<file path="config.mk">
export PLATFORM = sky130hd
export DESIGN_NAME = tt800_random_generator_unit
export DESIGN_NICKNAME = d
export VERILOG_FILES = /design/src/design/tt800_pkg.sv /design/src/design/tt800_state_ram.sv /design/src/design/tt800_seed_unit.sv /design/src/design/tt800_random_generator_unit.sv
export SDC_FILE = /design/constraint.sdc
export NUM_CORES = 2
export LEC_CHECK = 0
export BUFFER_PORTS_ARGS = -buffer_cell sky130_fd_sc_hd__clkbuf_2
export CAP_MARGIN = 20
export CORE_UTILIZATION = 30
export CTS_BUF_LIST = sky130_fd_sc_hd__clkbuf_2 sky130_fd_sc_hd__clkbuf_4 sky130_fd_sc_hd__clkbuf_8
export CTS_CLUSTER_SIZE = 14
export DETAILED_ROUTE_END_ITERATION = 10
export PLACE_DENSITY = 0.45
export SLEW_MARGIN = 20
export SYNTH_ARGS = -nofsm -noshare
export SYNTH_HDL_FRONTEND = slang
export SYNTH_SLANG_ARGS = --single-unit
</file>
<file path="constraint.sdc">
create_clock -name clk -period 11.4 [get_ports clk]
set_input_delay 0.57 -clock clk [delete_from_list [all_inputs] [get_ports clk]]
set_output_delay 0.57 -clock clk [all_outputs]
set_load 0.01 [all_outputs]
</file>
<file path="src/design/tt800_pkg.sv">
`timescale 1ns / 1ps
// Shared types, constants and bit functions for the TT800 generator.
// No dependencies; used by every module of the block.
package tt800_pkg;

	localparam int WORDS  = 25;
	localparam int OFFSET = 7;
	localparam int ADDR_W = $clog2(WORDS);

	localparam logic [31:0] TWIST_CONST = 32'h8ebf_d028;
	localparam logic [31:0] TEMPER_B    = 32'h2b5b_2500;
	localparam logic [31:0] TEMPER_C    = 32'hdb8b_0000;
	localparam logic [63:0] SEED_OR     = 64'h0000_0000_4000_0005;

	// Command codes
	localparam logic [1:0] CMD_NEXT = 2'd0;
	localparam logic [1:0] CMD_SEED = 2'd1;
	localparam logic [1:0] CMD_LOAD = 2'd2;

	// Control from the sequencer to the seed datapath
	typedef struct packed {
		logic load;    // take a new seed
		logic mul_lo;  // lo * lo
		logic mul_hi;  // lo * hi
		logic square;  // assemble u*u mod 2^64
		logic accum;   // u += square | SEED_OR
	} seed_ctl_t;

	function automatic logic [31:0] twist(input logic [31:0] w);
		twist = w[0] ? ({1'b0, w[31:1]} ^ TWIST_CONST) : {1'b0, w[31:1]};
	endfunction

	function automatic logic [31:0] temper(input logic [31:0] v);
		logic [31:0] t1;
		logic [31:0] t2;
		t1 = v ^ ({v[24:0], 7'b0} & TEMPER_B);
		t2 = t1 ^ ({t1[16:0], 15'b0} & TEMPER_C);
		temper = t2 ^ {16'b0, t2[31:16]};
	endfunction

	// h ^ rotl(h,7) ^ rotl(h,23)
	function automatic logic [31:0] seed_mix(input logic [31:0] h);
		seed_mix = h ^ {h[24:0], h[31:25]} ^ {h[8:0], h[31:9]};
	endfunction

endpackage

</file>
<file path="src/design/tt800_state_ram.sv">
`timescale 1ns / 1ps
// State word store: one write port, two registered read ports.
// Depends on tt800_pkg for depth and address width.
module tt800_state_ram
	import tt800_pkg::*;
(
	input  logic              clk,
	input  logic              we,
	input  logic [ADDR_W-1:0] waddr,
	input  logic [31:0]       wdata,
	input  logic [ADDR_W-1:0] raddr_a,
	input  logic [ADDR_W-1:0] raddr_b,
	output logic [31:0]       rdata_a,
	output logic [31:0]       rdata_b
);

	logic [31:0] mem_q [WORDS];

	// write port
	always_ff @(posedge clk) begin
		if (we) begin
			mem_q[waddr] <= wdata;
		end
	end

	// registered reads
	always_ff @(posedge clk) begin
		rdata_a <= mem_q[raddr_a];
		rdata_b <= mem_q[raddr_b];
	end

endmodule

</file>
<file path="src/design/tt800_seed_unit.sv">
`timescale 1ns / 1ps
// Seed expansion datapath: one shared 32x32 multiplier and a 64-bit adder.
// Depends on tt800_pkg; stepped by the sequencer in the top level.
module tt800_seed_unit
	import tt800_pkg::*;
(
	input  logic        clk,
	input  seed_ctl_t   ctl,
	input  logic [63:0] seed_value,
	output logic [31:0] mixed_word
);

	logic [63:0] u_q;
	logic [63:0] p_q;
	logic [31:0] q_q;
	logic [63:0] sq_q;
	logic [31:0] mul_b;
	logic [63:0] prod;

	// shared multiplier: low half times low or high half
	assign mul_b = ctl.mul_hi ? u_q[63:32] : u_q[31:0];
	assign prod  = {32'b0, u_q[31:0]} * {32'b0, mul_b};

	always_ff @(posedge clk) begin
		if (ctl.load) begin
			u_q <= seed_value;
		end else if (ctl.accum) begin
			u_q <= u_q + (sq_q | SEED_OR);
		end
		if (ctl.mul_lo) begin
			p_q <= prod;
		end
		if (ctl.mul_hi) begin
			q_q <= prod[31:0];
		end
		// u*u mod 2^64 = lo*lo + (lo*hi << 33)
		if (ctl.square) begin
			sq_q <= p_q + {q_q[30:0], 33'b0};
		end
	end

	assign mixed_word = seed_mix(u_q[63:32]);

endmodule

</file>
<file path="src/design/tt800_random_generator_unit.sv">
`timescale 1ns / 1ps
// TT800 twisted GFSR generator: sequencer, refresh and tempering.
// Depends on tt800_pkg, tt800_state_ram and tt800_seed_unit.
//
// Usage: drive command and its fields with start high; the transaction is
// taken at a clock edge where start is high and busy is low.
//   next (0): returns one tempered word on random_word, marked by
//     result_valid for exactly one cycle. With words left in the block the
//     strobe follows the S_READ and S_TEMPER states, busy during both.
//     Every 25th output first refreshes all 25 words through the one write
//     port, one word per cycle, in the S_REFRESH state, busy throughout.
//   seed (1): 25 rounds through the shared 32x32 multiplier and 64-bit
//     adder, each stepping through the LL, LH, SQ, ADD and WR states, busy throughout; no result.
//   load (2): writes one raw word in the accepting cycle, busy stays low, no
//     result. Index 25 and above, and command 3, are ignored.
// A new transaction may be accepted in the cycle the strobe is shown.
// The receiver cannot stall: each result is valid for its one cycle only.
// Reset clears the control state and sets the read position so that the
// first next refreshes; words are meaningful only once seeded or loaded.
module tt800_random_generator_unit
	import tt800_pkg::*;
(
	input  logic        clk,
	input  logic        arst_n,
	input  logic        start,
	output logic        busy,
	input  logic [1:0]  command,
	input  logic [63:0] seed_value,
	input  logic [4:0]  word_index,
	input  logic [31:0] word_value,
	output logic        result_valid,
	output logic [31:0] random_word
);

	typedef enum logic [8:0] {
		S_IDLE     = 9'b000000001,
		S_SEED_LL  = 9'b000000010,
		S_SEED_LH  = 9'b000000100,
		S_SEED_SQ  = 9'b000001000,
		S_SEED_ADD = 9'b000010000,
		S_SEED_WR  = 9'b000100000,
		S_REFRESH  = 9'b001000000,
		S_READ     = 9'b010000000,
		S_TEMPER   = 9'b100000000
	} state_t;

	localparam logic [ADDR_W-1:0] LAST    = ADDR_W'(WORDS - 1);
	localparam logic [ADDR_W-1:0] NWORDS  = ADDR_W'(WORDS);
	localparam logic [ADDR_W-1:0] SPLIT   = ADDR_W'(WORDS - OFFSET);
	localparam logic [ADDR_W-1:0] OFS     = ADDR_W'(OFFSET);

	state_t              state_q, state_d;
	logic [ADDR_W-1:0]   cnt_q, cnt_d;
	logic [ADDR_W-1:0]   pos_q, pos_d;
	logic                result_valid_q;
	logic [31:0]         random_word_q;

	logic                accept;
	seed_ctl_t           seed_ctl;
	logic [31:0]         mixed_word;

	logic                we;
	logic [ADDR_W-1:0]   waddr;
	logic [31:0]         wdata;
	logic [ADDR_W-1:0]   raddr_a;
	logic [ADDR_W-1:0]   raddr_b;
	logic [31:0]         rdata_a;
	logic [31:0]         rdata_b;

	assign busy   = (state_q != S_IDLE);
	assign accept = start && !busy;

	tt800_state_ram u_ram (
		.clk     (clk),
		.we      (we),
		.waddr   (waddr),
		.wdata   (wdata),
		.raddr_a (raddr_a),
		.raddr_b (raddr_b),
		.rdata_a (rdata_a),
		.rdata_b (rdata_b)
	);

	tt800_seed_unit u_seed (
		.clk        (clk),
		.ctl        (seed_ctl),
		.seed_value (seed_value),
		.mixed_word (mixed_word)
	);

	// Sequencer, memory port steering and seed control
	always_comb begin
		state_d  = state_q;
		cnt_d    = cnt_q;
		pos_d    = pos_q;
		seed_ctl = '0;
		we       = 1'b0;
		waddr    = cnt_q;
		wdata    = mixed_word;
		raddr_a  = cnt_q;
		raddr_b  = (cnt_q < SPLIT) ? cnt_q + OFS : cnt_q - SPLIT;
		case (state_q)
			S_IDLE: begin
				if (accept) begin
					case (command)
						CMD_NEXT: begin
							cnt_d   = '0;
							state_d = (pos_q >= NWORDS) ? S_REFRESH : S_READ;
						end
						CMD_SEED: begin
							seed_ctl.load = 1'b1;
							cnt_d         = '0;
							state_d       = S_SEED_LL;
						end
						CMD_LOAD: begin
							if (word_index < NWORDS) begin
								we    = 1'b1;
								waddr = word_index;
								wdata = word_value;
								pos_d = '0;
							end
						end
						default: begin
						end
					endcase
				end
			end
			S_SEED_LL: begin
				seed_ctl.mul_lo = 1'b1;
				state_d         = S_SEED_LH;
			end
			S_SEED_LH: begin
				seed_ctl.mul_hi = 1'b1;
				state_d         = S_SEED_SQ;
			end
			S_SEED_SQ: begin
				seed_ctl.square = 1'b1;
				state_d         = S_SEED_ADD;
			end
			S_SEED_ADD: begin
				seed_ctl.accum = 1'b1;
				state_d        = S_SEED_WR;
			end
			S_SEED_WR: begin
				we    = 1'b1;
				cnt_d = cnt_q + 1'b1;
				if (cnt_q == LAST) begin
					pos_d   = NWORDS;
					state_d = S_IDLE;
				end else begin
					state_d = S_SEED_LL;
				end
			end
			// Read word i and word i+OFFSET, write the previous result
			S_REFRESH: begin
				waddr = cnt_q - 1'b1;
				wdata = rdata_b ^ twist(rdata_a);
				we    = (cnt_q != '0);
				cnt_d = cnt_q + 1'b1;
				if (cnt_q == NWORDS) begin
					pos_d   = '0;
					state_d = S_READ;
				end
			end
			S_READ: begin
				raddr_a = pos_q;
				state_d = S_TEMPER;
			end
			S_TEMPER: begin
				pos_d   = pos_q + 1'b1;
				state_d = S_IDLE;
			end
			default: begin
				state_d = S_IDLE;
			end
		endcase
	end

	// Control registers
	always_ff @(posedge clk or negedge arst_n) begin
		if (!arst_n) begin
			state_q        <= S_IDLE;
			cnt_q          <= '0;
			pos_q          <= NWORDS;
			result_valid_q <= 1'b0;
		end else begin
			state_q        <= state_d;
			cnt_q          <= cnt_d;
			pos_q          <= pos_d;
			result_valid_q <= (state_q == S_TEMPER);
		end
	end

	// Output word register
	always_ff @(posedge clk) begin
		if (state_q == S_TEMPER) begin
			random_word_q <= temper(rdata_a);
		end
	end

	assign result_valid = result_valid_q;
	assign random_word  = random_word_q;

endmodule

</file>
; Word level (Yosys, flattened, before mapping)
; Memory sizes are Yosys's and may differ from the RTL's. A register that Yosys moved wholly into a read port is not among the register bits.
; Index checks and enable logic that the tools add are counted.
[totals]
register_bits = 275
latch_bits = 0
ramBits = 800
romBits = 0
inputBits = 106
output_inout_bits = 34
word_cells = 103
mem_count = 1
[mem_list]
columns = memory, words, width, read_ports, rd_clocked_by_memory_dff, write_ports, line
row1 = u_ram.mem_q, 25, 32, 2, 2, 1, tt800_state_ram.sv:17  ; logic [31:0] mem_q [WORDS];
[op_classes]
addsub = 7
multipliers = 1
div_mod_pow = 0
magnitude_cmp = 3
n_eq_ne = 21
shift = 0
n_mux = 42
bitwise = 7
n_reduce_logical = 12
[op_table]
columns = op, count
row1 = $mux 32, 5
row2 = $add 64x64->64, 2
row3 = $mux 64, 2
row4 = $xor 32x32->32, 4
row5 = $pmux 9 s8, 1
row6 = $mul 32x32->64, 1
row7 = $pmux 32 s2, 1
row8 = $mux 5, 12
row9 = $xor 32x16->32, 1
row10 = $xor 32x30->32, 1
row11 = $pmux 5 s2, 2
row12 = $pmux 5 s4, 1
row13 = $mux 9, 2
row14 = $pmux 9 s2, 1
row15 = $not 15->16, 1
row16 = $mux 1, 12
row17 = $add 5x1->5 const B, 2
row18 = $eq 5x5->1 const B, 2
row19 = $lt 5x5->1 const B, 2
row20 = $ne 2x2->1 const B, 5
row21 = $eq 9x1->1 const B, 1
row22 = $eq 9x2->1 const B, 1
row23 = $eq 9x3->1 const B, 1
row24 = $eq 9x4->1 const B, 1
row25 = other kinds (26), 29

; Longest topological paths before layout
[depth]
ltp_word = 7
mapped_depth = 37
depth_no_buf = 33

; Modules after synthesis
; From an unflattened synthesis, not the netlist that was laid out.
[hier_totals]
hier_cells = 7153
hier_area_um2 = 88642.5
[modules_own_cells]
columns = mod, instances, cells_each, area_each_um2, seq_area_each_um2
row1 = tt800_seed_unit, 1, 4830, 46158.0, 6516.2
row2 = tt800_state_ram, 1, 1934, 38565.7, 25304.3
row3 = tt800_random_generator_unit, 1, 389, 3918.8, 1466.4

; Worst setup path after synthesis
; Ideal clock, no wire load.
[synth_path]
kind = flip-flop to flip-flop
start = register state_q[7]
end = register u_seed.p_q[60] (data pin)
t_arrival_ns = 9.423
required_ns = 11.141
path_slack_ns = 1.718
path_stages_with_launch = 34
path_buffers = 4
period_less_slack_ns = 9.682
path_cell_list = dfrtp_1 > nor4_1 > nand2b_1 > nor2_1 > nand3_1 > clkinv_1 > clkbuf_1 > buf_2 > nand2_1 > nand2_1 > clkbuf_1 > nand2_1 > fa_1 > inv_1 > fa_1 > fa_1 > fa_1 > fa_1 > fa_1 > fa_1 > inv_1 > fa_1 > inv_1 > ha_1 > clkbuf_1 > and3_1 > nor3b_1 > nand4_1 > nor3_1 > o21ai_0 > a31oi_1 > o32ai_1 > or3_1 > a211o_1
[synth_via]
elab_chain_len = 4
[synth_rtl]
columns = element, line
row1 = "start, declared", tt800_random_generator_unit.sv:52  ; state_t state_q, state_d;
row2 = "start signal, assigned", tt800_random_generator_unit.sv:187  ; state_q <= state_d;
row3 = $eq 9x3->1, tt800_random_generator_unit.sv:102  ; case (state_q)
row4 = $mux 1, tt800_random_generator_unit.sv:102
row5 = $mux 32, tt800_seed_unit.sv:21  ; assign mul_b = ctl.mul_hi ? u_q[63:32] : u_q[31:0];
row6 = $mul 32x32->64, tt800_seed_unit.sv:22  ; assign prod = {32'b0, u_q[31:0]} * {32'b0, mul_b};
row7 = net u_seed.prod[60], tt800_seed_unit.sv:18  ; logic [63:0] prod;
row8 = "end signal, assigned", tt800_seed_unit.sv:31  ; p_q <= prod;
row9 = "end, declared", tt800_seed_unit.sv:14  ; logic [63:0] p_q;
; The timed path passes the listed nets, and every way through them passes these cells.
; A chain may end at the register's enable or synchronous reset.

; Final worst setup path
[layout_path]
start = register state_q[5]
end = register u_seed.p_q[63] (data pin)
; The elaborated chain is that of the path after synthesis.

==> impl_metrics.py <==
metrics = {
    "grt": {
        "grt_pass1_vias": 68200,
        "grt_pass1_wl_mm": 478,
        "overflow": 0,
        "track_usage": 0.218,
        "antenna_found_initial": 14,
        "grt_max_degree": 149,
    },
    "sta": {
        "setup_tns_ns": 0,
        "rsz0062_at_grt": "false",
        "finalHoldViolCount": 0,
        "min_period_over_period": 0.933,
        "fmax_ghz": 0.0941,
        "worstMarginPinSlew_ns": 1.10,
        "fin_skew_ns": 0.0634,
        "maxSlewViolCount": 0,
        "period_needed_ns": 10.63,
        "setup_violations": 0,
        "relSlewSlack": 0.268,
    },
    "place": {
        "dp_hpwl_mm": 221,
        "gp_congestion": 0.874,
        "io_buffers": 139,
        "place_inst": 12100,
        "place_area_sq_um": 95300,
    },
    "final_layout": {
        "regArea_sq_um": 33300,
        "layoutNonFillerInstCount": 12600,
        "drive_gt1_frac": 0.114,
        "final_common_cell": "nand2_1",
        "final_area_sq_um": 100000,
        "fillers": 30200,
        "multiInputGateArea_sq_um": 51200,
        "areaGrowthSynthToFinish_pct": 12.0,
        "final_cell_mix": "nand2_1 (1,584), edfxtp_1 (1,049), fa_1 (898)",
        "final_nets": 9804,
    },
    "cts": {
        "clockBufferDepth": 3,
        "clk_latency_ns": 1.00,
        "cts_setup_buffers": 0,
        "clock-sinks": 1133,
        "tritoncts": "done",
        "clk_pin_slew_worst_paths_ns": 0.06,
        "clockRootBuffer": "clkbuf_8",
        "numCtsBuffers": 196,
        "htreeDepth": 4,
    },
    "critical_path": {
        "critPathLaunchType": "flop",
        "crit_top_cell": "fa_1",
        "criticalPathCategory": "reg2reg",
        "cp.arrival_ns": 11.33,
        "slowest_delay_ns": 0.61,
        "cp-end-kind": "flop",
        "cp_max_fo": 23,
        "crit_slowest_cell": "fa_1",
        "critical_path_required_ns": 12.10,
    },
    "yosys": {
        "yosysUniqueCellTypes": 87,
        "synth.top_cell.area_share": 0.352,
        "synthArstFlopShare": 0.0177,
        "ys_ff_latch": 1133,
        "yosysWarnings": 0,
        "synth_edf_count": 1049,
        "synth_area_per_cell_sq_um": 10.7,
        "synth_cells": 8352,
        "ys_top_cells_by_area": "edfxtp_1 (35%), fa_1 (20%), nand2_1 (6.7%)",
        "syn_area_sq_um": 89400,
        "yosys.area.top_type": "edfxtp_1",
        "yosysSeqAreaShare": 0.372,
        "synth_nets": 9718,
        "synth-main-ff-cell": "edfxtp_1",
    },
    "floorplanning": {
        "core_area_sq_um": 297000,
        "die_x_microns": 548,
        "start_util": 0.301,
        "io_pins": 140,
        "rows": 200,
        "die_y_microns": 548,
        "fp.dieArea_sq_um": 300000,
    },
    "routing": {
        "antenna_left": 0,
        "drtIter0Drc": 5167,
        "via_per_inst": 5.19,
        "wire_per_inst_microns": 26.2,
        "vias": 65100,
        "drt-total-wl_mm": 329,
        "drt_drc_violations_left": 0,
        "drt-pass1-iter-count": 6,
    },
    "run": {
        "drv_cap": 0,
    },
    "hold_path": {
        "hold_path.class": "in2async",
    },
    "status": {
        "status": "finished clean",
    },
}
## through the flow
stage	hold WS, ns	setup slack (ns)	util
2_1_floorplan	0.274	1.72	-
3_3_place_gp	0.404	0.845	0.321
3_5_place_dp	0.405	0.711	0.321
4_1_cts	0.0352	0.666	0.337
5_1_grt	0.0919	0.176	0.338
6_report	0.123	0.767	0.338
## synthesized netlist by cell type, drive strengths merged, types with 201 or more instances
cell	number
nor2	222
a21oi	223
fa	898
inv	896
nand2	1585
clkbuf	461
nand3	201
o21ai	225
and2	495
edfxtp	1049
ha	362
## path summary, 6_finish.rpt
path                           startpoint              end  slack [ns]  cells after the start
min in group clk               command[1]       state_q[7]        0.13                      4
max in group asynchronous          arst_n         pos_q[3]       10.87                      2
setup / recovery               state_q[5]   u_seed.p_q[63]        0.77                     31
hold / removal                     arst_n     result_valid        0.12                      2
hold reg to reg            u_seed.p_q[22]  u_seed.sq_q[22]        0.39                      0
setup reg to reg               state_q[5]   u_seed.p_q[63]        0.77                     31
## final cells by class
class                   count  area share
diodes                      5    0.000125
repair buffers            428      0.0316
clock inverters            77     0.00672
well taps                3939      0.0492
clock buffers             292      0.0357
flip-flops and latches   1133       0.332
inverters                 897      0.0336
multi-input cells        5782       0.511
## worst max-delay path, delay by kind of cell, from the launching register on
| family | cells | cell delay [ns] |
|---|---|---|
| simple gates | 8 | 2.08 |
| buf+inv | 5 | 1.10 |
| xor+xnor | 1 | 0.11 |
| flops | 1 | 0.42 |
| fa+ha+maj | 9 | 4.31 |
| compound gates | 8 | 2.30 |
## kinds of logic (layout without fill, tap and decap cells)
| group | count (synthesis) | in the layout | share of synthesized area |
|---|---|---|---|
| multiplexers | 247 | 247 | 0.0546 |
| flip-flops | 1133 | 1133 | 0.372 |
| AO/OA/AOI/OAI | 1093 | 1093 | 0.0830 |
| buffers and inverters | 1437 | 1694 | 0.0611 |
| other | 0 | 5 | 0 |
| adder cells (fa/ha/maj) | 1260 | 1260 | 0.252 |
| AND/OR/NAND/NOR | 2903 | 2903 | 0.150 |
| XOR/XNOR | 279 | 279 | 0.0273 |
## repair_timing
action	CTS	global route
setup endpoints to repair	0	2
hold buffers	64	0
hold endpoints to repair	83	0
gates resized for setup	0	1
## sequential cells by signal, indices dropped and copies added (netlist names)
name / flops
u_ram.mem_q: 800
result_valid: 1
u_ram.rdata_b: 32
pos_q: 5
u_ram.rdata_a: 32
u_seed.u_q: 64
u_seed.p_q: 61
cnt_q: 5
state_q: 9
u_seed.q_q: 31
random_word: 32
u_seed.sq_q: 61
## layer usage
layer,GRT usage,wire (microns),vias to the layer above
li1,-,-,28400
met2,0.386,166000,2092
met4,0.0945,15500,0
met3,0.0236,14800,529
met5,0,0,-
met1,0.269,133000,34100
Power is left out: the tool's default activity adds up to more than one toggle a clock period on the data nets, which glitch-free logic cannot reach.
